[src/hdl/nlp_pkg.sv]
// Package: shared types, character codes and digit helpers for the literal parser.
`timescale 1ns / 1ps
`default_nettype none

package nlp_pkg;

  localparam int ValW   = 24;
  localparam int WideW  = ValW + 4;
  localparam int QDepth = 2;
  localparam int PtrW   = (QDepth > 1) ? $clog2(QDepth) : 1;
  localparam int CntW   = $clog2(QDepth + 1);
  localparam int LeadN  = 4;

  localparam logic [ValW-1:0] SAT_MAX   = 24'hFFFFFF;
  localparam logic [4:0]      NOT_DIGIT = 5'd16;

  localparam logic [7:0] CH_QUOTE  = 8'h27;
  localparam logic [7:0] CH_DQUOTE = 8'h22;
  localparam logic [7:0] CH_ZERO   = 8'h30;
  localparam logic [7:0] CH_NINE   = 8'h39;
  localparam logic [7:0] CH_UA     = 8'h41;
  localparam logic [7:0] CH_UF     = 8'h46;
  localparam logic [7:0] CH_B      = 8'h42;
  localparam logic [7:0] CH_D      = 8'h44;
  localparam logic [7:0] CH_H      = 8'h48;
  localparam logic [7:0] CH_X      = 8'h58;
  localparam logic [7:0] CH_LA     = 8'h61;
  localparam logic [7:0] CH_LZ     = 8'h7A;
  localparam logic [7:0] CH_LF     = 8'h0A;
  localparam logic [7:0] CASE_OFS  = 8'h20;
  localparam logic [7:0] HEX_OFS   = 8'h37;

  typedef enum logic [1:0] {
    KIND_BIN  = 2'd0,
    KIND_DEC  = 2'd1,
    KIND_HEX  = 2'd2,
    KIND_CHAR = 2'd3
  } kind_t;

  typedef enum logic [1:0] {
    BASE_2,
    BASE_10,
    BASE_16
  } base_t;

  // Token form, decided by the front end at the token's last character.
  typedef enum logic [2:0] {
    MODE_QUOTED,
    MODE_BAD,
    MODE_PHEX,
    MODE_BIN_SUF,
    MODE_DEC_SUF,
    MODE_HEX_SUF,
    MODE_DEC_PLAIN
  } mode_t;

  typedef struct packed {
    mode_t            mode;
    logic             lf;
    logic [4:0]       digit;
    logic [ValW-1:0]  acc;
    logic             ok;
  } entry_t;

  typedef struct packed {
    logic full;
    logic empty;
  } qstat_t;

  function automatic logic [7:0] upcase(input logic [7:0] c);
    logic [7:0] r;
    r = c;
    if (c >= CH_LA && c <= CH_LZ) r = c - CASE_OFS;
    return r;
  endfunction

  function automatic logic [4:0] digit_of(input logic [7:0] u);
    logic [7:0] t;
    t = 8'd0;
    if (u >= CH_ZERO && u <= CH_NINE) t = u - CH_ZERO;
    else if (u >= CH_UA && u <= CH_UF) t = u - HEX_OFS;
    else t = {3'd0, NOT_DIGIT};
    return t[4:0];
  endfunction

  // acc * base + d, clamped at SAT_MAX; multipliers are shifts and adds.
  function automatic logic [ValW-1:0] sat_fold(input logic [ValW-1:0] acc,
                                               input base_t base,
                                               input logic [3:0] d);
    logic [WideW-1:0] a;
    logic [WideW-1:0] w;
    a = {4'd0, acc};
    case (base)
      BASE_2:  w = (a << 1) + {{(WideW-4){1'b0}}, d};
      BASE_10: w = (a << 3) + (a << 1) + {{(WideW-4){1'b0}}, d};
      BASE_16: w = (a << 4) + {{(WideW-4){1'b0}}, d};
      default: w = a;
    endcase
    return (w > {4'd0, SAT_MAX}) ? SAT_MAX : w[ValW-1:0];
  endfunction

endpackage

`default_nettype wire

[src/hdl/nlp_front.sv]
// Front end: takes characters, folds digit accumulators, classifies the token.
`timescale 1ns / 1ps
`default_nettype none

module nlp_front (
  input  wire logic            clk,
  input  wire logic            rst,
  input  wire logic [7:0]      char_code,
  input  wire logic            last_of_token,
  input  wire logic            in_valid,
  output logic                 in_stall,
  input  wire nlp_pkg::qstat_t qstat,
  output logic                 push,
  output nlp_pkg::entry_t      push_data
);

  logic [2:0]                   chars_seen;
  logic [7:0]                   leading_chars [nlp_pkg::LeadN];
  logic [nlp_pkg::ValW-1:0]     binary_acc;
  logic [nlp_pkg::ValW-1:0]     decimal_acc;
  logic [nlp_pkg::ValW-1:0]     hex_acc;
  logic [nlp_pkg::ValW-1:0]     prefixed_hex_acc;
  logic [3:0]                   digit_ok_flags;

  logic                         accept;
  logic [2:0]                   len;
  logic [7:0]                   u;
  logic [4:0]                   d;
  logic [7:0]                   lc [nlp_pkg::LeadN];
  logic                         lf;
  logic                         q1, q2, lone_suf, lone_x, phex;

  assign in_stall = qstat.full;
  assign accept   = in_valid && !in_stall;
  assign push     = accept && last_of_token;

  assign u   = nlp_pkg::upcase(char_code);
  assign d   = nlp_pkg::digit_of(u);
  assign len = chars_seen + 3'd1;
  assign lf  = (char_code == nlp_pkg::CH_LF);

  always_comb begin
    for (int i = 0; i < nlp_pkg::LeadN; i++) begin
      lc[i] = leading_chars[i];
    end
    if (chars_seen < 3'(nlp_pkg::LeadN)) lc[chars_seen[1:0]] = char_code;
  end

  always_comb begin
    q1 = (len >= 3'd3) && lc[0] == nlp_pkg::CH_QUOTE && lc[2] == nlp_pkg::CH_QUOTE;
    q2 = (len >= 3'd4) && lc[0] == nlp_pkg::CH_DQUOTE && lc[3] == nlp_pkg::CH_DQUOTE;
    lone_suf = (len == 3'd1) &&
               (u == nlp_pkg::CH_B || u == nlp_pkg::CH_D || u == nlp_pkg::CH_H);
    lone_x = (len == 3'd2) && lc[0] == nlp_pkg::CH_ZERO && u == nlp_pkg::CH_X;
    phex = (len >= 3'd3) && lc[0] == nlp_pkg::CH_ZERO &&
           nlp_pkg::upcase(lc[1]) == nlp_pkg::CH_X;

    push_data.lf    = lf;
    push_data.digit = d;
    push_data.acc   = decimal_acc;
    push_data.ok    = digit_ok_flags[1];
    push_data.mode  = nlp_pkg::MODE_DEC_PLAIN;
    if (q1) begin
      push_data.mode = nlp_pkg::MODE_QUOTED;
      push_data.acc  = {16'd0, lc[1]};
      push_data.ok   = 1'b1;
    end else if (q2) begin
      push_data.mode = nlp_pkg::MODE_QUOTED;
      push_data.acc  = {8'd0, lc[1], lc[2]};
      push_data.ok   = 1'b1;
    end else if (lone_suf || lone_x) begin
      push_data.mode = nlp_pkg::MODE_BAD;
      push_data.ok   = 1'b0;
    end else if (phex) begin
      push_data.mode = nlp_pkg::MODE_PHEX;
      push_data.acc  = prefixed_hex_acc;
      push_data.ok   = digit_ok_flags[3];
    end else if (!lf && u == nlp_pkg::CH_B) begin
      push_data.mode = nlp_pkg::MODE_BIN_SUF;
      push_data.acc  = binary_acc;
      push_data.ok   = digit_ok_flags[0];
    end else if (!lf && u == nlp_pkg::CH_D) begin
      push_data.mode = nlp_pkg::MODE_DEC_SUF;
    end else if (!lf && u == nlp_pkg::CH_H) begin
      push_data.mode = nlp_pkg::MODE_HEX_SUF;
      push_data.acc  = hex_acc;
      push_data.ok   = digit_ok_flags[2];
    end
  end

  always_ff @(posedge clk) begin
    if (rst || push) begin
      chars_seen       <= 3'd0;
      binary_acc       <= '0;
      decimal_acc      <= '0;
      hex_acc          <= '0;
      prefixed_hex_acc <= '0;
      digit_ok_flags   <= 4'hF;
      for (int i = 0; i < nlp_pkg::LeadN; i++) leading_chars[i] <= 8'd0;
    end else if (accept) begin
      for (int i = 0; i < nlp_pkg::LeadN; i++) leading_chars[i] <= lc[i];
      if (chars_seen < 3'(nlp_pkg::LeadN)) chars_seen <= chars_seen + 3'd1;
      if (d > 5'd1) digit_ok_flags[0] <= 1'b0;
      else binary_acc <= nlp_pkg::sat_fold(binary_acc, nlp_pkg::BASE_2, d[3:0]);
      if (d > 5'd9) digit_ok_flags[1] <= 1'b0;
      else decimal_acc <= nlp_pkg::sat_fold(decimal_acc, nlp_pkg::BASE_10, d[3:0]);
      if (d > 5'd15) digit_ok_flags[2] <= 1'b0;
      else hex_acc <= nlp_pkg::sat_fold(hex_acc, nlp_pkg::BASE_16, d[3:0]);
      if (chars_seen >= 3'd2) begin
        if (d > 5'd15) digit_ok_flags[3] <= 1'b0;
        else prefixed_hex_acc <=
               nlp_pkg::sat_fold(prefixed_hex_acc, nlp_pkg::BASE_16, d[3:0]);
      end
    end
  end

  a_token_restart: assert property (@(posedge clk) disable iff (rst)
    push |=> chars_seen == 3'd0)
    else $error("character count not cleared after token end");

  a_count_range: assert property (@(posedge clk) disable iff (rst)
    chars_seen <= 3'(nlp_pkg::LeadN))
    else $error("character count past saturation");

endmodule

`default_nettype wire

[src/hdl/nlp_queue.sv]
// Queue: short register queue carrying classified tokens from front to back.
`timescale 1ns / 1ps
`default_nettype none

module nlp_queue (
  input  wire logic             clk,
  input  wire logic             rst,
  input  wire logic             push,
  input  wire nlp_pkg::entry_t  push_data,
  input  wire logic             pop,
  output nlp_pkg::entry_t       pop_data,
  output nlp_pkg::qstat_t       qstat
);

  nlp_pkg::entry_t              slots [nlp_pkg::QDepth];
  logic [nlp_pkg::PtrW-1:0]     wr_ptr;
  logic [nlp_pkg::PtrW-1:0]     rd_ptr;
  logic [nlp_pkg::CntW-1:0]     count;

  function automatic logic [nlp_pkg::PtrW-1:0] bump(input logic [nlp_pkg::PtrW-1:0] p);
    return (p == nlp_pkg::PtrW'(nlp_pkg::QDepth - 1)) ? '0 : p + 1'b1;
  endfunction

  assign qstat.full  = (count == nlp_pkg::CntW'(nlp_pkg::QDepth));
  assign qstat.empty = (count == '0);
  assign pop_data    = slots[rd_ptr];

  always_ff @(posedge clk) begin
    if (push) slots[wr_ptr] <= push_data;
  end

  always_ff @(posedge clk) begin
    if (rst) begin
      wr_ptr <= '0;
      rd_ptr <= '0;
      count  <= '0;
    end else begin
      if (push) wr_ptr <= bump(wr_ptr);
      if (pop) rd_ptr <= bump(rd_ptr);
      case ({push, pop})
        2'b10:   count <= count + nlp_pkg::CntW'(1);
        2'b01:   count <= count - nlp_pkg::CntW'(1);
        default: count <= count;
      endcase
    end
  end

  a_no_overflow: assert property (@(posedge clk) disable iff (rst)
    qstat.full |-> !push)
    else $error("write into a full queue");

  a_no_underflow: assert property (@(posedge clk) disable iff (rst)
    qstat.empty |-> !pop)
    else $error("read from an empty queue");

endmodule

`default_nettype wire

[src/hdl/nlp_back.sv]
// Back end: finishes the last digit fold, picks value and kind, holds the result.
`timescale 1ns / 1ps
`default_nettype none

module nlp_back (
  input  wire logic                    clk,
  input  wire logic                    rst,
  input  wire nlp_pkg::qstat_t         qstat,
  input  wire nlp_pkg::entry_t         pop_data,
  output logic                         pop,
  output logic [nlp_pkg::ValW-1:0]     parsed_value,
  output logic                         parse_error,
  output logic [1:0]                   literal_kind,
  output logic                         out_valid,
  input  wire logic                    out_stall
);

  logic [nlp_pkg::ValW-1:0] value;
  logic                     err;
  nlp_pkg::kind_t           kind;

  assign pop = !qstat.empty && (!out_valid || !out_stall);

  always_comb begin
    value = pop_data.acc;
    err   = !pop_data.ok;
    kind  = nlp_pkg::KIND_DEC;
    case (pop_data.mode)
      nlp_pkg::MODE_QUOTED: begin
        kind = nlp_pkg::KIND_CHAR;
        err  = 1'b0;
      end
      nlp_pkg::MODE_BAD: begin
        err = 1'b1;
      end
      nlp_pkg::MODE_PHEX: begin
        kind = nlp_pkg::KIND_HEX;
        if (!pop_data.lf) begin
          if (pop_data.digit > 5'd15) err = 1'b1;
          else value = nlp_pkg::sat_fold(pop_data.acc, nlp_pkg::BASE_16,
                                         pop_data.digit[3:0]);
        end
      end
      nlp_pkg::MODE_BIN_SUF: kind = nlp_pkg::KIND_BIN;
      nlp_pkg::MODE_DEC_SUF: kind = nlp_pkg::KIND_DEC;
      nlp_pkg::MODE_HEX_SUF: kind = nlp_pkg::KIND_HEX;
      nlp_pkg::MODE_DEC_PLAIN: begin
        kind = nlp_pkg::KIND_DEC;
        if (!pop_data.lf) begin
          if (pop_data.digit > 5'd9) err = 1'b1;
          else value = nlp_pkg::sat_fold(pop_data.acc, nlp_pkg::BASE_10,
                                         pop_data.digit[3:0]);
        end
      end
      default: err = 1'b1;
    endcase
    if (err) begin
      value = '0;
      kind  = nlp_pkg::KIND_BIN;
    end
  end

  always_ff @(posedge clk) begin
    if (rst) begin
      out_valid <= 1'b0;
    end else if (pop) begin
      out_valid <= 1'b1;
    end else if (!out_stall) begin
      out_valid <= 1'b0;
    end
  end

  always_ff @(posedge clk) begin
    if (pop) begin
      parsed_value <= value;
      parse_error  <= err;
      literal_kind <= kind;
    end
  end

  a_error_clean: assert property (@(posedge clk) disable iff (rst)
    (out_valid && parse_error) |->
      (parsed_value == '0 && literal_kind == 2'(nlp_pkg::KIND_BIN)))
    else $error("error result carries a value or kind");

endmodule

`default_nettype wire

[src/hdl/numeric_literal_parser.sv]
// Top level: numeric literal parser with decoupled front end, queue and back end.
//
//   channel | valid     | stall     | payload
//   --------+-----------+-----------+------------------------------------------
//   in      | in_valid  | in_stall  | char_code[7:0], last_of_token
//   out     | out_valid | out_stall | parsed_value[23:0], parse_error,
//           |           |           | literal_kind[1:0]
//
// One character request is taken every cycle while in_stall is low; the front
// end folds the digit accumulators in the cycle a non-final character is
// accepted (prefixed hex from the third character on). A token's result goes
// through the two-entry queue, then the back end output register, to out_valid.
// in_stall rises only when the queue is full, i.e. two finished tokens wait
// behind a stalled output; characters that do not end a token still stop then.
// Reset (rst, synchronous) clears the token state and the queue.
`timescale 1ns / 1ps
`default_nettype none

module numeric_literal_parser (
  input  wire logic        clk,
  input  wire logic        rst,
  input  wire logic [7:0]  char_code,
  input  wire logic        last_of_token,
  input  wire logic        in_valid,
  output logic             in_stall,
  output logic [23:0]      parsed_value,
  output logic             parse_error,
  output logic [1:0]       literal_kind,
  output logic             out_valid,
  input  wire logic        out_stall
);

  // Queue status and the request carried from front to back.
  nlp_pkg::qstat_t qstat;
  nlp_pkg::entry_t push_data;
  nlp_pkg::entry_t pop_data;
  logic            push;
  logic            pop;

  // Front: accept characters, classify the token at its last character.
  nlp_front u_front (
    .clk           (clk),
    .rst           (rst),
    .char_code     (char_code),
    .last_of_token (last_of_token),
    .in_valid      (in_valid),
    .in_stall      (in_stall),
    .qstat         (qstat),
    .push          (push),
    .push_data     (push_data)
  );

  // Queue: hold finished tokens so either side can stall on its own.
  nlp_queue u_queue (
    .clk       (clk),
    .rst       (rst),
    .push      (push),
    .push_data (push_data),
    .pop       (pop),
    .pop_data  (pop_data),
    .qstat     (qstat)
  );

  // Back: final digit fold, error masking, registered result.
  nlp_back u_back (
    .clk          (clk),
    .rst          (rst),
    .qstat        (qstat),
    .pop_data     (pop_data),
    .pop          (pop),
    .parsed_value (parsed_value),
    .parse_error  (parse_error),
    .literal_kind (literal_kind),
    .out_valid    (out_valid),
    .out_stall    (out_stall)
  );

endmodule

`default_nettype wire

[config.mk]
export PLATFORM = sky130hd
export DESIGN_NAME = numeric_literal_parser
export DESIGN_NICKNAME = d
export VERILOG_FILES = /design/src/hdl/nlp_pkg.sv /design/src/hdl/nlp_front.sv /design/src/hdl/nlp_queue.sv /design/src/hdl/nlp_back.sv /design/src/hdl/numeric_literal_parser.sv
export SDC_FILE = /design/constraint.sdc
export NUM_CORES = 1
export LEC_CHECK = 0
export ABC_AREA = 1
export BUFFER_PORTS_ARGS = -buffer_cell sky130_fd_sc_hd__buf_2
export CORE_MARGIN = 2
export CORE_UTILIZATION = 55
export CTS_BUF_LIST = sky130_fd_sc_hd__clkbuf_8
export DETAILED_ROUTE_END_ITERATION = 6
export PLACE_DENSITY = 0.74
export SYNTH_ARGS = -nofsm -noshare
export SYNTH_HDL_FRONTEND = slang
export SYNTH_HIERARCHICAL = 1
export SYNTH_SLANG_ARGS = --single-unit
[constraint.sdc]
create_clock -name clk -period 3.7 [get_ports clk]
set_input_delay 0.185 -clock clk [delete_from_list [all_inputs] [get_ports clk]]
set_output_delay 0.185 -clock clk [all_outputs]
set_load 0.1 [all_outputs]
# After elaboration in Yosys (flattened, before gate mapping)
# Memory sizes are Yosys's and may differ from the RTL's. A register that Yosys moved wholly into a read port is not among the register bits.
# Index checks and enable logic that the tools add are counted.
word_totals:
  mem_count: 2
  input_bits: 13
  word_cells: 212
  output_inout_bits: 29
  ram_bits: 100
  register_bits: 135
mem_list:
  columns: ["name", "words", "width", "read_ports", "rd_clocked_by_memory_dff", "wr", "line_no", "text"]
  rows:
  - ["u_queue.slots", 2, 34, 1, 1, 1, "nlp_queue.sv:15", "nlp_pkg::entry_t slots [nlp_pkg::QDepth];"]
  - ["u_front.leading_chars", 4, 8, 4, 0, 4, "nlp_front.sv:18", "logic [7:0] leading_chars [nlp_pkg::LeadN];"]
classes:
  eq_ne: 22
  add_sub_neg: 17
  n_lt_le_gt_ge: 25
  reduce_logical: 45
  n_bitwise: 8
  mux: 77
op_table:
  columns: ["operator", "count"]
  rows:
  - ["$mux 28", 19]
  - ["$mux 24", 11]
  - ["$gt 28x24->1 const B", 6]
  - ["$mux 25", 6]
  - ["$add 28x4->28", 5]
  - ["$add 27x25->28", 2]
  - ["$mux 8", 7]
  - ["$pmux 24 s2", 1]
  - ["$eq 8x6->1 const B", 5]
  - ["$eq 8x7->1 const B", 5]
  - ["$bwmux 32", 1]
  - ["$mux 32", 1]
  - ["$add 25x4->26", 1]
  - ["$ge 8x7->1 const B", 3]
  - ["$le 8x7->1 const B", 3]
  - ["$gt 5x4->1 const B", 4]
  - ["$logic_and 1x1->1", 20]
  - ["$mux 1", 18]
  - ["$demux 8 s2", 1]
  - ["$sub 8x6->8 const B", 2]
  - ["$mux 3", 5]
  - ["$reduce_and 2->1", 7]
  - ["$mux 5", 2]
  - ["$sub 5x5->5 const B", 2]
  - ["other kinds (33)", 57]

# Depth between registers and ports, before layout
# Gate-level depths: netlist of the first run.
logic_depth:
  depth_word: 16
  mapped_depth: 33
  mapped_depth_nobuf: 32

# Modules after synthesis
# Netlist of the first run, hierarchy kept.
by_module_without_submodules:
  columns: ["mod", "instances", "seq_area_each_um2", "area_per_inst_um2", "cells_each"]
  rows:
  - ["nlp_front", 1, 3022.9, 10331.2, 1603]
  - ["nlp_back", 1, 830.8, 4056.4, 617]
  - ["nlp_queue", 1, 2142.1, 2834.0, 139]

# Worst setup path after synthesis of the first run
# No wires, ideal clock.
synth_path:
  path_kind: "input -> register"
  from: "input port char_code[0]"
  to: "register u_front/decimal_acc[10] (netlist name)"
  setup_slack_ns: -0.306
  path_stages: 27
  t_required_ns: 3.636
  arrival_ns: 3.942
  path_buffers: 1
  setup_time_ns: 0.064
  path_cell_list: "inv_1 > ha_1 > inv_1 > nor2_1 > nand3_1 > nand4_1 > nand2_1 > inv_1 > nand3_4 > nor2_1 > inv_1 > nand2_1 > fa_1 > fa_1 > inv_1 > nand3_1 > nor2_1 > nor2_1 > o21bai_1 > nand3_1 > nand3_1 > xor2_1 > nor2_1 > nand2_1 > buf_2 > nor2_1 > nor2_1"
synth_via:
  elab_chain_len: 13
  elab_cells_between_ends: 24
  classes_between: "add/sub (4); order compare (8); mux (7); bitwise (1); reduce/logical (4)"
synth_lines:
  columns: ["item", "line_no", "text"]
  rows:
  - ["from (decl)", "numeric_literal_parser.sv:22", "input wire logic [7:0] char_code,"]
  - ["$ge 8x7->1 / $le 8x7->1 (equally long branches)", "nlp_pkg.sv:73", "if (c >= CH_LA && c <= CH_LZ) r = c - CASE_OFS;"]
  - ["$logic_and 1x1->1", "nlp_pkg.sv:73", null]
  - ["$mux 8 (*)", "nlp_pkg.sv:73", null]
  - ["$ge 8x7->1 / $le 8x7->1 (equally long branches)", "nlp_pkg.sv:81", "else if (u >= CH_UA && u <= CH_UF) t = u - HEX_OFS;"]
  - ["$logic_and 1x1->1", "nlp_pkg.sv:81", null]
  - ["$mux 5", "nlp_pkg.sv:81", null]
  - ["$mux 5 (*)", "nlp_pkg.sv:80", "if (u >= CH_ZERO && u <= CH_NINE) t = u - CH_ZERO;"]
  - ["$add 28x4->28", "nlp_pkg.sv:95", "BASE_10: w = (a << 3) + (a << 1) + {{(WideW-4){1'b0}}, d};"]
  - ["$mux 28", "nlp_front.sv:105", "if (d > 5'd9) digit_ok_flags[1] <= 1'b0;"]
  - ["$mux 28", "nlp_front.sv:100", "end else if (accept) begin"]
  - ["$mux 28", "nlp_front.sv:92", "if (rst || push) begin"]
  - ["$gt 28x24->1", "nlp_pkg.sv:99", "return (w > {4'd0, SAT_MAX}) ? SAT_MAX : w[ValW-1:0];"]
  - ["$mux 24", "nlp_pkg.sv:99", null]
  - ["to (signal assigned)", "nlp_front.sv:106", "else decimal_acc <= nlp_pkg::sat_fold(decimal_acc, nlp_pkg::BASE_10, d[3:0]);"]
  - ["to (decl)", "nlp_front.sv:20", "logic [nlp_pkg::ValW-1:0] decimal_acc;"]
# Every way passes the cells marked *; elsewhere a longest branch is shown, timed or not. The select of a mux whose other input is x is not followed.
# A chain may end at the register's enable or synchronous reset.

==> results.toml, run 1 <==
[sta]
finalHoldViolations = 0
slew_violations = 0
post-route-min-period_ns = 3.53
relSlewSlack_pct = 41.7
fin_crit_sh_pct = 95.4
fmax_ghz = 0.283
report.final.setup_viol = 0
final.setup.worst_slack_ns = 0.169
timing.clock.skew_ns = 0.0221
max_slew.worst_pin.slew_ns = 0.873

[synth]
synthesis.area_um2 = 17200
post_synth_num_cell_types = 53
postSynthRegisterBits = 236
mapped_cells = 2359
synthAdderAreaFrac_pct = 8.72
syn_avg_cell_area_um2 = 7.30
yosys-top-cells-area = "edfxtp_1 22%, dfxtp_1 13%, nand2_1 11%"
synth.area.mux_share_pct = 2.88
dominantRegCellSynth = "edfxtp_1"
synth.net_count = 2489
largest_family_of_logic_cells_by_synthesized_area = "simple AND/OR/NAND/NOR gates"
simple_gate_area_share_of_the_yosys_netlist_pct = 28.3
yosys.area_share.xor_xnor_pct = 2.64
share_of_the_synthesized_area_in_the_top_cell_type_pct = 22.1
synth_async_sr_flop_share_pct = 0
synth.largest_area_cell = "edfxtp_1"
synth-edff-count = 127
synth_compound_area_share_pct = 12.7
yosysWarnings = 6
ys_seq_area_share_pct = 34.8

[finish]
area_growth_syn_to_layout_pct = 15.3
final_nets = 2646
fin_area_um2 = 19900
stdcell_count = 2943
insertedDiodeCount = 0
mostFrequentLayoutCells = "474 x nand2_1, 340 x nor2_1, 280 x inv_1"
mostFrequentLayoutCell = "nand2_1"
drive_above_1_share_pct = 16.7
filler_cell_count = 2811

[grt]
grt_first_pass_wirelength_um = 80400
remaining_global_route_overflow = 0
global_route.usage.total_pct = 30.3
antenna_found_initial = 0
first_global_vias = 15856
largest_net_degree_at_the_start_of_global_routing = 55

[setup_path]
rrSetupSlack_ns = 0.21
timing.critical_path.to_type = "flop"
critical_path_arrival_ns = 3.96
startpoint_type = "input pin"
cp-startpoint = "char_code[0]"
reg2reg_depth = 17
critical_path_peak_fanout = 9
criticalPathCategory = "input pin to flop"
cp_data_required_time_ns = 4.13
max_stage_delay_ns = 0.27
regToRegEndpoint = "u_back/parsed_value[21]"
worst_setup_path_endpoint = "u_front/binary_acc[3]"
critPathSlowestCell = "ha_4"

[floorplan]
start_util_pct = 56.0
floorplan.die_area_um2 = 32700
die_extent_in_y_um = 181
design.core.area_um2 = 30700
fp.dieW_um = 181
placementRows = 64
ios = 42

[placed_design]
post_dp_cell_area_um2 = 18600
post-dp-hpwl_um = 38500
placement.io_buffers = 41
placedCellCount = 2854
routabilityCongestion = 0.968
dpl_worst_slack_ns = -0.502

[worst_hold_path]
timing.hold.worst.class = "input pin to flop"

[clock_tree]
cts_max_path_buffers = 3
worstSkewPairLatency_ns = 0.55
numClockSinks = 236
htree_levels = 2
cts-buffers-inserted = 42
cts.clk_slew.worst_paths_ns = 0.06
tritoncts = "yes"
cts-root-buf = "clkbuf_8"

[outcome]
outcome = "completed"

[route]
post-route-drc-count = 0
final_antenna_net_count = 0
dr_total_vias = 16751
routed_wire_length_per_instance_um = 17.6
drt_wl_total_um = 51700
drt_first_pass_iters = 6
drt_iter0_drc = 1468
via_per_inst = 5.69

[power_and_ir_drop]
maximum_vdd_drop_mv = 0.467
leakage_nw = 9.67
powerDensity_nw_per_um2 = 557

[run]
max_cap_violations = 0
==> worst min-delay path by stage <==
stage                         startpoint                   endpoint  depth (start not counted)
3_5_place_dp   u_front/digit_ok_flags[2]  u_front/digit_ok_flags[2]                          2
6_report                   last_of_token             u_queue/wr_ptr                          5
3_3_place_gp   u_front/digit_ok_flags[1]  u_front/digit_ok_flags[1]                          2
5_1_grt                     char_code[3]       u_queue/slots[0][30]                          3
4_1_cts                     char_code[3]       u_queue/slots[0][30]                          3
2_1_floorplan                        rst           u_back/out_valid                          1
==> cell usage after synthesis (3+ instances only) <==
cell type / n
nand2_1: 485
nor2_1: 358
inv_1: 280
a21oi_1: 197
edfxtp_1: 127
nand3_1: 118
ha_1: 112
dfxtp_1: 109
o21ai_0: 89
nor3_1: 85
clkbuf_1: 38
xor2_1: 33
nand4_1: 32
mux2_4: 30
buf_2: 29
o21bai_1: 27
o22ai_1: 27
xnor2_1: 19
nand2_2: 17
a31oi_1: 16
buf_6: 12
nand3_2: 12
inv_2: 11
buf_4: 7
nor2_2: 7
o211ai_1: 7
o21a_1: 7
o21ai_1: 7
nor4_1: 6
a21o_1: 5
fa_1: 5
clkbuf_8: 4
mux2_2: 4
nor2_4: 4
a21oi_2: 3
buf_12: 3
nand2_4: 3
nand3b_1: 3
==> per-stage QoR <==
step | power [mW] | setup TNS (ns) | util, % | hold slack (ns)
after floorplan | 7.24 | -0.967 | - | 0.254
after global placement | 8.47 | -12.18 | 60.6 | 0.446
after detailed placement | 8.54 | -18.66 | 60.6 | 0.453
after CTS | 11.1 | 0 | 63.5 | 0.121
after global routing | 11.7 | -2.00 | 64.6 | 0.163
final | 11.1 | 0 | 64.6 | 0.135
==> report_power, final <==
group | internal (mW) | total, mW | switching [mW]
logic | 1.61 | 5.29 | 3.68
clock network | 1.40 | 2.52 | 1.12
registers | 3.15 | 3.27 | 0.118
==> final cells by class <==
cell class	count	area, µm²	share of cell area, %
Sequential cell	236	6000	30.2
Timing Repair Buffer	209	1620	8.14
Multi-Input combinational cell	1736	9790	49.3
Clock buffer	48	661	3.33
Inverter	291	1100	5.52
Tap cell	396	495	2.50
Clock inverter	27	200	1.01
==> what timing repair did <==
action                                 CTS  global route
setup endpoints to repair                0            48
gates resized for setup                  0            50
endpoints found under the hold margin    4             0
buffers inserted                         0             6
hold buffers                             3             0
==> kinds of logic (layout without fill, tap and decap cells) <==
family / after synthesis / count (layout)
fa+ha+maj: 117 / 117
buf+inv: 387 / 575
compound gates: 395 / 395
xor+xnor: 52 / 52
simple gates: 1138 / 1138
mux: 34 / 34
flops: 236 / 236
==> registers in the layout (all words and copies together), names as in the netlist, 2 cells and up, named ones only <==
signal                    cells
u_back/literal_kind           2
u_back/parsed_value          24
u_front/binary_acc           24
u_front/chars_seen            3
u_front/decimal_acc          24
u_front/digit_ok_flags        4
u_front/hex_acc              24
u_front/leading_chars        32
u_front/prefixed_hex_acc     24
u_queue/count                 2
u_queue/slots                68
==> critical path, delay by kind of cell <==
kind,cells,cell delay (ns)
compound gates,2,0.40
fa+ha+maj,2,0.41
buf+inv,9,1.00
simple gates,18,1.98
==> per-layer routing <==
layer | up-vias | global-route usage [%] | routed length, µm
met3 | 146 | 3.31 | 3250
met4 | 0 | 12.8 | 2270
met1 | 7790 | 39.1 | 21800
li1 | 8121 | - | -
met5 | - | 0 | 0
met2 | 694 | 51.7 | 24400
Note: power is estimated with default switching activity, not from simulation.
==> run 2: changes to the inputs <==
--- a/config.mk
+++ b/config.mk
@@ -14,5 +14,4 @@
 export PLACE_DENSITY = 0.74
 export SYNTH_ARGS = -nofsm -noshare
 export SYNTH_HDL_FRONTEND = slang
-export SYNTH_HIERARCHICAL = 1
 export SYNTH_SLANG_ARGS = --single-unit
==> constraint.sdc (replaced) <==
create_clock -name clk -period 3.7 [get_ports clk]
set_input_delay 0.37 -clock clk [delete_from_list [all_inputs] [get_ports clk]]
set_output_delay 0.37 -clock clk [all_outputs]
set_load 0.1 [all_outputs]
==> run 2 against run 1 <==
  * Synthesized cell count down 2.6%
  * First-iteration DRC count is 2.7% lower
  * Via count is 2.8% lower
==> results.toml, run 2 <==
[floorplan]
placementRows = 63
fp.dieW_um = 177
die_extent_in_y_um = 177
design.core.area_um2 = 29600
floorplan.die_area_um2 = 31400
ios = 42
start_util_pct = 55.8

[finish]
final_nets = 2626
largest-register = "u_queue.slots"
stdcell_count = 2914
insertedDiodeCount = 0
drive_above_1_share_pct = 19.8
layout_top_registers = "u_queue.slots (68), u_front.leading_chars (32)"
mostFrequentLayoutCells = "513 x nand2_1, 287 x inv_1, 223 x nor2_1"
area_growth_syn_to_layout_pct = 22.4
number_of_flip_flops_in_the_largest_register = 68
filler_cell_count = 2493
mostFrequentLayoutCell = "nand2_1"

[sta]
fin_crit_sh_pct = 97.0
post-route-min-period_ns = 3.59
timing.clock.skew_ns = 0.0327
max_slew.worst_pin.slew_ns = 1.04
slew_violations = 0
finalHoldViolations = 0
relSlewSlack_pct = 30.8
fmax_ghz = 0.279
report.final.setup_viol = 0
unrepaired_setup_endpoints_after_global_routing = "true"

[placed_design]
placedCellCount = 2825
post-dp-hpwl_um = 35100
placement.io_buffers = 41
routabilityCongestion = 0.950

[synth]
synth-edff-count = 127
synth_async_sr_flop_share_pct = 0
mapped_cells = 2297
synth_compound_area_share_pct = 16.1
synth.net_count = 2428
yosys-top-cells-area = "edfxtp_1 23%, dfxtp_1 13%, nand2_1 12%"
yosys.area_share.xor_xnor_pct = 2.44
synth.most_common_cell = "nand2_1"
syn_avg_cell_area_um2 = 7.19
synthesis.area_um2 = 16500
synthAdderAreaFrac_pct = 9.16
share_of_the_synthesized_area_in_the_top_cell_type_pct = 23.1
postSynthRegisterBits = 236
post_synth_num_cell_types = 58
yosysWarnings = 0
dominantRegCellSynth = "edfxtp_1"
simple_gate_area_share_of_the_yosys_netlist_pct = 26.0
ys_seq_area_share_pct = 36.3
synth.area.mux_share_pct = 0.310
synth_commonest_cells = "529 x nand2_1, 291 x inv_1, 257 x nor2_1, 228 x a21oi_1, 144 x o21ai_0"
synth.largest_area_cell = "edfxtp_1"
largest_family_of_logic_cells_by_synthesized_area = "simple AND/OR/NAND/NOR gates"

[setup_path]
regToRegEndpoint = "u_back.parsed_value[11]"
critical_path.cell_chain = "buf_12 > buf_4 > nand2_1 > o21ai_2 > inv_2 > ha_1 > ha_4 > nand2_2 > o21ai_0 > a21oi_2 > o21bai_1 > buf_4 > nand2_1 > nand4_1 > nand2_1 > nor2_2 > buf_6 > nand3_1 > nand2_1 > a21oi_1"
criticalPathCategory = "flop to flop"
reg2reg_depth = 20
worst-path-buf-inv = 5
rrSetupSlack_ns = 0.11
startpoint_type = "flop"
cp_data_required_time_ns = 3.97
critical_path_arrival_ns = 3.86
timing.critical_path.to_type = "flop"
max_stage_delay_ns = 0.46
cpLargestDelayFamily = "compound AO/OA/AOI/OAI gates"
critPathSlowestCell = "dfxtp_4"
critical-path-top-cell-by-count = "nand2_1"
critical_path_peak_fanout = 12

[clock_tree]
cts.clk_slew.worst_paths_ns = 0.06
htree_levels = 2
cts_max_path_buffers = 3
numClockSinks = 236
cts-buffers-inserted = 40
tritoncts = "yes"
worstSkewPairLatency_ns = 0.56
cts-root-buf = "clkbuf_8"

[grt]
remaining_global_route_overflow = 0
antenna_found_initial = 0
first_global_vias = 15408
grt_first_pass_wirelength_um = 75100
largest_net_degree_at_the_start_of_global_routing = 62
global_route.usage.total_pct = 29.5

[worst_hold_path]
whs_endpoint = "u_back.out_valid"
min_delay_path_depth = 3
timing.hold.worst.class = "input pin to flop"
hold_path.startpoint = "out_stall"

[power_and_ir_drop]
maximum_vdd_drop_mv = 0.535
totalPowerFinal_mw = 15.7
powerDensity_nw_per_um2 = 777
leakage_nw = 9.46

[route]
post-route-drc-count = 0
final_antenna_net_count = 0
drt_wl_total_um = 48100
via_per_inst = 5.59
routed_wire_length_per_instance_um = 16.5
drt_iter0_drc = 1429
dr_total_vias = 16285
drt_first_pass_iters = 6

[outcome]
outcome = "completed"

[run]
max_cap_violations = 0
run 2: cell types whose count changed in the layout (fill, tap and decap cells not counted), moves of 11 or more:
cell,before,now
buf_4,155,183
o21ai_2,3,19
ha_4,4,18
o21bai_1,26,10
nor2_1,340,223
nor3_1,84,36
o21ai_0,86,113
mux2_4,30,0
nand2_1,474,513
ha_1,106,95
nand3_1,112,100
a21oi_1,193,216
o21ai_1,9,37
a21oi_2,6,19
run 2: worst max-delay path by stage:
| stage | end | slack [ns] | cells past startpoint |
|---|---|---|---|
| 3_5_place_dp | u_front.decimal_acc[23] | -0.44 | 28 |
| 2_1_floorplan | u_front.decimal_acc[10] | 0.009 | 34 |
| 3_3_place_gp | u_front.decimal_acc[1] | -0.34 | 34 |
| 4_1_cts | u_back.parsed_value[3] | 0.007 | 19 |
| 6_report | u_back.parsed_value[11] | 0.11 | 20 |
| 5_1_grt | u_front.decimal_acc[20] | -0.13 | 31 |
run 2: layout make-up:
cell class	instances	area, µm²	share of cell area [%]
Multi-Input combinational cell	1669	9710	48.0
Tap cell	390	488	2.41
Inverter	307	1170	5.80
Timing Repair Buffer	241	1930	9.54
Clock inverter	25	294	1.45
Clock buffer	46	633	3.13
Sequential cell	236	6000	29.7
run 2: stage by stage:
step           setup slack (ns)  instance area (µm²)  hold slack, ns  utilization (%)  TNS (ns)
6_report                  0.111                20200          0.0964             68.2         0
5_1_grt                  -0.125                20200          0.0906             68.2     -3.77
4_1_cts                 0.00667                19400          0.0794             65.4         0
3_5_place_dp             -0.440                18400           0.451             62.1    -19.54
3_3_place_gp             -0.335                18400           0.428             62.1    -14.71
2_1_floorplan           0.00866                16700           0.419                -         0
run 2: what timing repair did:
action	4_1_cts	5_1_grt
pin swaps	1	54
setup endpoints to repair	24	106
cloned	0	7
hold buffers	1	0
resized for setup	12	167
buffers inserted	1	9
hold endpoints to repair	2	0
run 2: kinds of logic (layout without fill, tap and decap cells):
| kind of cell | after synthesis | in the layout |
|---|---|---|
| adder cells (fa/ha/maj) | 118 | 118 |
| XOR/XNOR | 46 | 46 |
| AND/OR/NAND/NOR | 1012 | 1012 |
| flip-flops | 236 | 236 |
| multiplexers | 5 | 5 |
| buffers and inverters | 392 | 619 |
| AO/OA/AOI/OAI | 488 | 488 |
run 2: where the power goes:
group | switching (mW) | total (mW) | internal (mW)
logic | 5.99 | 9.62 | 3.63
registers | 0.137 | 3.36 | 3.22
clock network | 1.11 | 2.74 | 1.63
total | 7.24 | 15.7 | 8.48
run 2: layer usage:
metal / part of all wire (%) / up-vias / track usage (%)
met5: 0 / - / 0
met4: 4.1 / 0 / 12.2
met3: 5.9 / 132 / 4.03
met2: 48 / 558 / 50.7
met1: 42 / 7590 / 37.3
li1: - / 8005 / -
run 2: worst register-to-register path: cells and delay by family (launching register included):
| kind | cells | cell delay (ns) |
|---|---|---|
| adders and majority gates | 2 | 0.64 |
| and+or+nand+nor | 8 | 0.73 |
| AOI/OAI and AO/OA | 5 | 0.76 |
| DFF | 1 | 0.46 |
| buffers and inverters | 5 | 0.73 |
==> run 3: changes to the inputs <==
--- a/config.mk
+++ b/config.mk
@@ -9,9 +9,10 @@
 export BUFFER_PORTS_ARGS = -buffer_cell sky130_fd_sc_hd__buf_2
 export CORE_MARGIN = 2
 export CORE_UTILIZATION = 55
-export CTS_BUF_LIST = sky130_fd_sc_hd__clkbuf_8
+export CTS_BUF_LIST = sky130_fd_sc_hd__clkbuf_4 sky130_fd_sc_hd__clkbuf_8 sky130_fd_sc_hd__clkbuf_16
 export DETAILED_ROUTE_END_ITERATION = 6
 export PLACE_DENSITY = 0.74
 export SYNTH_ARGS = -nofsm -noshare
 export SYNTH_HDL_FRONTEND = slang
+export SYNTH_HIERARCHICAL = 1
 export SYNTH_SLANG_ARGS = --single-unit
==> run 3 against run 2 <==
  * The run now ends with negative setup slack left
  * Worst hold slack got worse by 0.00079 ns
  * Global-route usage up 1.3 points
  * Combinational power fell by 40%
  * Fmax down 5.8%
  * Critical endpoint is now u_front/decimal_acc[14]
  * Largest power group unchanged
==> results.toml, run 3 (synthesis gave the netlist of run 1 again) <==
[finish]
number_of_flip_flops_in_the_largest_register = 68
drive_above_1_share_pct = 19.2
area_growth_syn_to_layout_pct = 19.8
largest-register = "u_queue/slots"
final_nets = 2677
mostFrequentLayoutCells = "466 x nand2_1, 328 x nor2_1, 271 x inv_1"
layout_top_registers = "u_queue/slots (68), u_front/leading_chars (32)"
mostFrequentLayoutCell = "nand2_1"
insertedDiodeCount = 0

[route]
final_antenna_net_count = 0
routed_wire_length_per_instance_um = 17.9
drt_iter0_drc = 1506
drt_first_pass_iters = 5
via_per_inst = 5.70
dr_total_vias = 16893
drt_wl_total_um = 53100
post-route-drc-count = 0

[clock_tree]
cts_max_path_buffers = 3
tritoncts = "yes"
worstSkewPairLatency_ns = 0.55
htree_levels = 1
cts.clk_slew.worst_paths_ns = 0.06
cts-root-buf = "clkbuf_16"
cts-buffers-inserted = 28
numClockSinks = 236
cts.hold.buffers_added = 0

[grt]
grt_most_used_layer = "met2"
global_route.usage.met2_pct = 52.6
antenna_found_initial = 0
grt.met3_usage_pct = 2.86
use_met1_pct = 40.1
grt_first_pass_wirelength_um = 81600
global_route.usage.total_pct = 30.8
remaining_global_route_overflow = 0
first_global_vias = 15902
largest_net_degree_at_the_start_of_global_routing = 56

[sta]
relSlewSlack_pct = 8.97
report.final.setup_viol = 24
fin_crit_sh_pct = 103
fmax_ghz = 0.262
max_slew.worst_pin.slew_ns = 1.35
unrepaired_setup_endpoints_after_global_routing = "true"
timing.clock.skew_ns = 0.0171
slew_violations = 0
finalHoldViolations = 0
post-route-min-period_ns = 3.81
final.setup.worst_slack_ns = -0.110
setup-tns-final_ns = -1.85

[placed_design]
routabilityCongestion = 0.976
placement.io_buffers = 41
post-dp-hpwl_um = 39100

[outcome]
violations = "negative setup slack"
outcome = "finished with violations"

[setup_path]
startpoint_type = "input pin"
criticalPathCategory = "input pin to flop"
critical_path_arrival_ns = 4.25
critical-path-top-cell-by-count = "nor2_4"
cp_data_required_time_ns = 4.14
critPathSlowestCell = "fa_1"
max_stage_delay_ns = 0.51
critical_path_peak_fanout = 6
timing.critical_path.to_type = "flop"

[floorplan]
die_extent_in_y_um = 181
floorplan.die_area_um2 = 32700
ios = 42
placementRows = 64
design.core.area_um2 = 30700
start_util_pct = 56.0
fp.dieW_um = 181

[power_and_ir_drop]
totalPowerFinal_mw = 11.9
leakage_nw = 9.96
maximum_vdd_drop_mv = 0.433
powerDensity_nw_per_um2 = 576

[worst_hold_path]
timing.hold.worst.class = "input pin to flop"

[run]
max_cap_violations = 0
run 3: cell count changes in the layout (fill, tap and decap cells not counted), sizes merged, moves of 22 or more:
| cell | delta |
|---|---|
| nor3 | +47 |
| o21ai | -75 |
| inv | -22 |
| nand2 | -41 |
| mux2 | +33 |
| a21oi | -39 |
| nor2 | +107 |
run 3: report_power, final:
part | switching, mW | internal (mW) | total (mW)
clock | 1.14 | 1.70 | 2.85
sequential | 0.113 | 3.15 | 3.26
combinational | 3.83 | 1.94 | 5.77
total | 5.08 | 6.80 | 11.9
run 3: worst paths after layout:
| check | start | endpoint | slack, ns | cells past startpoint |
|---|---|---|---|---|
| worst max-delay path | char_code[0] | u_front/decimal_acc[14] | -0.11 | 30 |
| worst max register to register | u_front/chars_seen[1] | u_queue/slots[1][9] | 0.20 | 18 |
| worst min register to register | u_front/digit_ok_flags[3] | u_front/digit_ok_flags[3] | 0.47 | 2 |
| worst min-delay path | out_stall | u_back/out_valid | 0.1 | 3 |
run 3: layout make-up:
class / count / area, µm²
clock buffer: 33 / 768
clock inverter: 19 / 193
fill: 2704 / 10100
inverter: 291 / 1100
multi-input combinational: 1736 / 10000
sequential: 236 / 6000
tap: 396 / 495
timing repair buffer: 254 / 2060
run 3: critical path: cells and delay by family:
family | cells | cell delay, ns
adders and majority gates | 3 | 1.02
and+or+nand+nor | 19 | 1.95
buffers and inverters | 6 | 0.68
AOI/OAI and AO/OA | 1 | 0.14
xor gates and xnor gates | 1 | 0.07
run 3: what timing repair did:
action,in CTS,in global routing
gates resized for setup,2,100
setup buffers,1,17
endpoints found under the setup margin,48,96
gates cloned,0,8
pin swaps,3,62
run 3: layer usage:
| metal | part of all wire, % | wire length [µm] |
|---|---|---|
| met5 | 0 | 0 |
| met4 | 4.9 | 2580 |
| met3 | 6.9 | 3670 |
| met2 | 48 | 25300 |
| met1 | 41 | 21500 |
run 3: through the flow:
step	util (%)	hold WS [ns]	setup slack (ns)	area, µm²	cells
final	67.1	0.0957	-0.110	20600	2965
after global routing	67.1	0.106	-0.285	20600	2965
after CTS	64.7	0.0787	0.0143	19900	2940
after detailed placement	61.5	0.447	-0.726	18900	2887
after global placement	61.5	0.430	-0.523	18900	2887
after floorplan	-	0.419	-0.234	17300	2359
